`src/hw/rtl/tfn_pkg.sv`:
```
// Shared types and constants of the triangle face normal block.
package tfn_pkg;

    // Vertex table geometry.
    localparam int VERT_DEPTH = 4096;
    localparam int VERT_AW    = $clog2(VERT_DEPTH);

    // Field widths.
    localparam int IDX_W   = 12;
    localparam int COORD_W = 24;
    localparam int NRM_W   = 16;

    // Face queue between the fetch front and the arithmetic back.
    localparam int QDEPTH = 4;
    localparam int QAW    = $clog2(QDEPTH);
    localparam int QCW    = QAW + 1;

    // Request kinds.
    localparam logic REQ_LOAD = 1'b0;
    localparam logic REQ_FACE = 1'b1;

    typedef logic signed [COORD_W-1:0] coord_t;
    typedef logic signed [NRM_W-1:0]   nrm_t;
    typedef logic [IDX_W-1:0]          idx_t;

    typedef struct packed {
        coord_t x;
        coord_t y;
        coord_t z;
    } vert_t;

    localparam int VERT_W = $bits(vert_t);

    typedef struct packed {
        logic   req_type;
        idx_t   load_index;
        coord_t load_x;
        coord_t load_y;
        coord_t load_z;
        idx_t   corner_a_index;
        idx_t   corner_b_index;
        idx_t   corner_c_index;
        logic   final_face;
    } req_t;

    typedef struct packed {
        coord_t pos_x;
        coord_t pos_y;
        coord_t pos_z;
        nrm_t   normal_x;
        nrm_t   normal_y;
        nrm_t   normal_z;
        logic   degenerate;
        logic   last_corner;
        logic   mesh_end;
    } rsp_t;

    // A face with its three fetched corner positions.
    typedef struct packed {
        vert_t a;
        vert_t b;
        vert_t c;
        logic  final_face;
    } face_t;

    // Queue side band between front and back.
    typedef struct packed {
        logic  push;
        face_t face;
    } q_wr_t;

    // True when a table index names an existing slot.
    function automatic logic idx_in_range(input idx_t idx);
        idx_in_range = (int'(idx) < VERT_DEPTH);
    endfunction

endpackage

```
`src/hw/rtl/tfn_fifo.sv`:
```
// Short face queue between the front and the back.
module tfn_fifo import tfn_pkg::*; (
    input  logic           clk,
    input  logic           rst_n,
    input  q_wr_t          q_wr,
    input  logic           pop,
    output logic           head_valid,
    output face_t          head,
    output logic [QCW-1:0] count
);

    face_t          mem_reg [QDEPTH];
    logic [QAW-1:0] wr_ptr_reg, rd_ptr_reg;
    logic [QCW-1:0] count_reg;
    logic           do_pop;

    assign head_valid = (count_reg != '0);
    assign head       = mem_reg[rd_ptr_reg];
    assign count      = count_reg;
    assign do_pop     = pop && head_valid;

    // Entry storage.
    always_ff @(posedge clk)
    begin
        if (q_wr.push)
        begin
            mem_reg[wr_ptr_reg] <= q_wr.face;
        end
    end

    // Pointers and fill level.
    always_ff @(posedge clk or negedge rst_n)
    begin
        if (!rst_n)
        begin
            wr_ptr_reg <= '0;
            rd_ptr_reg <= '0;
            count_reg  <= '0;
        end
        else
        begin
            if (q_wr.push)
            begin
                wr_ptr_reg <= QAW'(wr_ptr_reg + 1'b1);
            end
            if (do_pop)
            begin
                rd_ptr_reg <= QAW'(rd_ptr_reg + 1'b1);
            end
            count_reg <= QCW'(count_reg + QCW'(q_wr.push) - QCW'(do_pop));
        end
    end

endmodule

```
`config.mk`:
```
export PLATFORM = sky130hd
export DESIGN_NAME = tfn_fifo
export DESIGN_NICKNAME = d
export VERILOG_FILES = /design/src/hw/rtl/tfn_pkg.sv /design/src/hw/rtl/tfn_fifo.sv
export SDC_FILE = /design/constraint.sdc
export NUM_CORES = 1
export LEC_CHECK = 0
export ABC_AREA = 1
export BUFFER_PORTS_ARGS = -buffer_cell sky130_fd_sc_hd__buf_2
export CAP_MARGIN = 15
export CORE_ASPECT_RATIO = 1.4
export CORE_MARGIN = 3
export CORE_UTILIZATION = 42
export DETAILED_ROUTE_END_ITERATION = 7
export PLACE_DENSITY = 0.72
export RECOVER_POWER = 25
export SYNTH_ARGS = -nofsm -noshare
export SYNTH_HDL_FRONTEND = slang
export SYNTH_SLANG_ARGS = --single-unit
```
`constraint.sdc`:
```
create_clock -name clk -period 6.05 [get_ports clk]
set_input_delay 0.605 -clock clk [delete_from_list [all_inputs] [get_ports clk]]
set_output_delay 0.605 -clock clk [all_outputs]
set_load 0.05 [all_outputs]
```
==> impl_summary.log <==
[metrics] Layout Nets: 3426
[metrics] largest fanout on the critical path: 241
[metrics] distinct cell type count after synthesis: 18
[metrics] synthesized area per cell: 12.3 sq um
[metrics] max cap viols: 0
[metrics] antenna violations before repair: 21
[metrics] number of placed I/O pins: 442
[metrics] max reg flops: 868
[metrics] area share of fa/ha/maj cells after synthesis: 0.00277
[metrics] leading post-synthesis cells by cell area: sky130_fd_sc_hd__edfxtp_1 (76%), sky130_fd_sc_hd__nand2_1 (7.3%), sky130_fd_sc_hd__nor2_1 (4.8%)
[metrics] ANT nets after route: 0
[metrics] path class of the lowest-slack min-delay path: input pin to flip-flop
[metrics] average wire per standard cell: 16.9 microns
[metrics] gp weighted congestion: 0.748
[metrics] total CTS buffers: 82
[metrics] final worst hold slack: 0.194 ns
[metrics] Worst VDD drop: 0.550 mV
[metrics] setup TNS: 0 ns
[metrics] run status: finished clean
[metrics] Setup Skew: 0.0245 ns
[metrics] CP Data Arrival Time: 3.44 ns
[metrics] power density over cell area: 579 nW/um^2
[metrics] worst path required time: 5.44 ns
[metrics] leading area contributor after synthesis: sky130_fd_sc_hd__edfxtp_1
[metrics] largest net degree at the start of global routing: 242
[metrics] Critical Path Source Type: flip-flop
[metrics] die outline area: 85300 sq um
[metrics] main combinational cell family by area after synthesis: simple AND/OR/NAND/NOR gates
[metrics] Clock H-tree levels: 3
[metrics] cell depth of the worst min-delay path: 1
[metrics] share of post-route cells with drive strength above 1: 0.136
[metrics] final period demand of the worst path: 4.05 ns
[metrics] mux share of post-synthesis cell area: 0
[metrics] maximum clock frequency: 0.247 GHz
[metrics] fin. max-slew vios: 0
[metrics] final period utilization: 0.669
[metrics] number of remaining DRC errors: 0
[metrics] slew at the pin with the worst max-slew slack: 1.39 ns
[metrics] synthesized net count: 3029
[metrics] clk sinks: 875
[metrics] area growth from synthesis to layout: 16.2%
[metrics] setup repair after global routing missed its margin: no
[metrics] Slew Limit Headroom: 0.0763
[metrics] cell leakage power: 0.0155 uW
[metrics] DRC marker count from the first detailed-route iteration: 1390
[metrics] Detailed Place HPWL: 42200 microns
[metrics] gr ovfl total: 0
[metrics] simple-gate area share of the yosys netlist: 0.121
[metrics] final number of hold-violating endpoints: 0
[metrics] Detailed Routing Iterations Pass 1: 5
[metrics] Clk pin slew, worst setup/hold paths: 0.06 ns
[metrics] maximum clock path buffer count: 3
[metrics] number of warnings reported in the yosys synthesis log: 0
[metrics] xor-xnor portion of the synthesized cell area: 0.000765
[metrics] Cell Rows: 123
[metrics] overall global routing resource usage: 0.167
[metrics] total wirelength of the detailed-routed design: 73300 microns
[metrics] Worst setup EP type: output port
[metrics] Port Buffers: 441
[metrics] worst reg-to-reg path cell count: 7
[metrics] final setup vio count: 0
[metrics] first-pass GRT wire length: 111000 microns
[metrics] proportion of synthesized chip area in sequential cells: 0.764
[metrics] Worst Setup Path Type: flip-flop to output port
[metrics] number of global-route vias before repair: 20494
[metrics] fraction of synthesized cell area taken by the top area cell type: 0.759
[metrics] Initial Utilization: 0.426
[metrics] compound-gate portion of the synthesized area: 0.0634
[metrics] latest clock arrival within the worst-skew pair: 0.63 ns
[metrics] ratio of routed vias to standard cells: 4.88
[metrics] gate count after technology mapping: 2801
[metrics] CTS tree: yes
[metrics] total via count after detailed routing: 21213
[metrics] Die Y-Extent: 344 microns
[metrics] horizontal die dimension: 248 microns
[metrics] Floorplan Core Area: 80600 sq um
[metrics] post-synthesis instance area: 34300 sq um
[metrics] clock root cell: sky130_fd_sc_hd__clkbuf_16
[metrics] FF+latch count, synth: 875
-- synth_stat cells (all sizes together) --
library cell,instances
edfxtp,868
nand2,667
nor2,435
o21ai,435
inv,232
buf,80
clkbuf,65
dfrtp,7
ha,6
nand3,2
xor2,2
fa,1
xnor2,1
-- power breakdown --
group / switching (uW) / total [uW] / internal, uW
Sequential: 284 / 8210 / 7920
Combinational: 7910 / 9900 / 1990
Clock: 2150 / 5010 / 2860
Total: 10300 / 23100 / 12800
-- cells in the final DEF, fill, tap and decap left out, types with 8 or more instances in the layout --
master	n
sky130_fd_sc_hd__buf_2	306
sky130_fd_sc_hd__clkbuf_16	85
sky130_fd_sc_hd__edfxtp_1	868
sky130_fd_sc_hd__buf_4	8
sky130_fd_sc_hd__inv_1	226
sky130_fd_sc_hd__clkinv_1	23
sky130_fd_sc_hd__clkinv_2	10
sky130_fd_sc_hd__o21ai_0	284
sky130_fd_sc_hd__buf_12	8
sky130_fd_sc_hd__nand2_1	667
sky130_fd_sc_hd__clkbuf_1	149
sky130_fd_sc_hd__o21ai_1	151
sky130_fd_sc_hd__nor2_1	435
sky130_fd_sc_hd__diode_2	17
-- worst max-delay path: stages, from the launching register on --
cell and delay [ns]:
sky130_fd_sc_hd__dfrtp_4 0.84, sky130_fd_sc_hd__buf_12 0.46, sky130_fd_sc_hd__buf_4 0.66, sky130_fd_sc_hd__nor2_1 0.14
sky130_fd_sc_hd__nor2_1 0.14, sky130_fd_sc_hd__o21ai_0 0.12, sky130_fd_sc_hd__nand2_1 0.10, sky130_fd_sc_hd__buf_2 0.26
-- cell families after synthesis --
kind of cell	count (synthesis)
buffers and inverters	377
AOI/OAI and AO/OA	435
and+or+nand+nor	1104
DFF	875
adders and majority gates	7
xor gates and xnor gates	3
-- stage by stage --
step	setup slack, ns	total power (uW)	area, sq um	utilization	instances
2_1_floorplan	0.393	16100	34300	-	2801
4_1_cts	1.63	23400	40000	0.496	4328
3_5_place_dp	2.36	18300	37400	0.463	4175
5_1_grt	1.56	24400	39900	0.494	4336
6_report	2.00	23100	39900	0.495	4345
3_3_place_gp	2.41	18200	37400	0.463	4175
-- per-layer routing --
layer | global-route usage | wire length (microns) | vias up
met2 | 0.296 | 37400 | 632
met3 | 0.0421 | 5170 | 157
met1 | 0.192 | 28000 | 10146
met5 | 0 | 102 | -
li1 | - | - | 10264
met4 | 0.0714 | 2560 | 14
-- repair_timing --
| item | 4_1_cts | 5_1_grt |
|---|---|---|
| buffers inserted | 0 | 0 |
| hold buffers | 1 | 0 |
| setup endpoints to repair | 0 | 0 |
| gates resized for setup | 0 | 0 |
| hold endpoints to repair | 7 | 0 |
-- path summary, 6_finish.rpt --
check	slack [ns]	to	start
max	2.00	head[144]	rd_ptr_reg[0]$_DFFE_PN0P_
min	0.19	mem_reg[2][178]$_DFFE_PP_	q_wr[178]
max reg2reg	3.55	rd_ptr_reg[1]$_DFFE_PN0P_	rd_ptr_reg[0]$_DFFE_PN0P_
min reg2reg	0.54	wr_ptr_reg[0]$_DFFE_PN0P_	wr_ptr_reg[0]$_DFFE_PN0P_
max in group asynchronous	5.51	rd_ptr_reg[0]$_DFFE_PN0P_	rst_n
min in group asynchronous	0.36	rd_ptr_reg[0]$_DFFE_PN0P_	rst_n
-- cell type report --
type                    count  area, sq um
inverters                 232          913
flip-flops and latches    875        26200
clock inverters            51          448
well taps                1062         1330
repair buffers            458         2270
fillers                  6913        40700
diodes                     17         42.5
multi-input cells        1549         6440
clock buffers             101         2210
No activity file was read; power rests on OpenSTA's default activity.
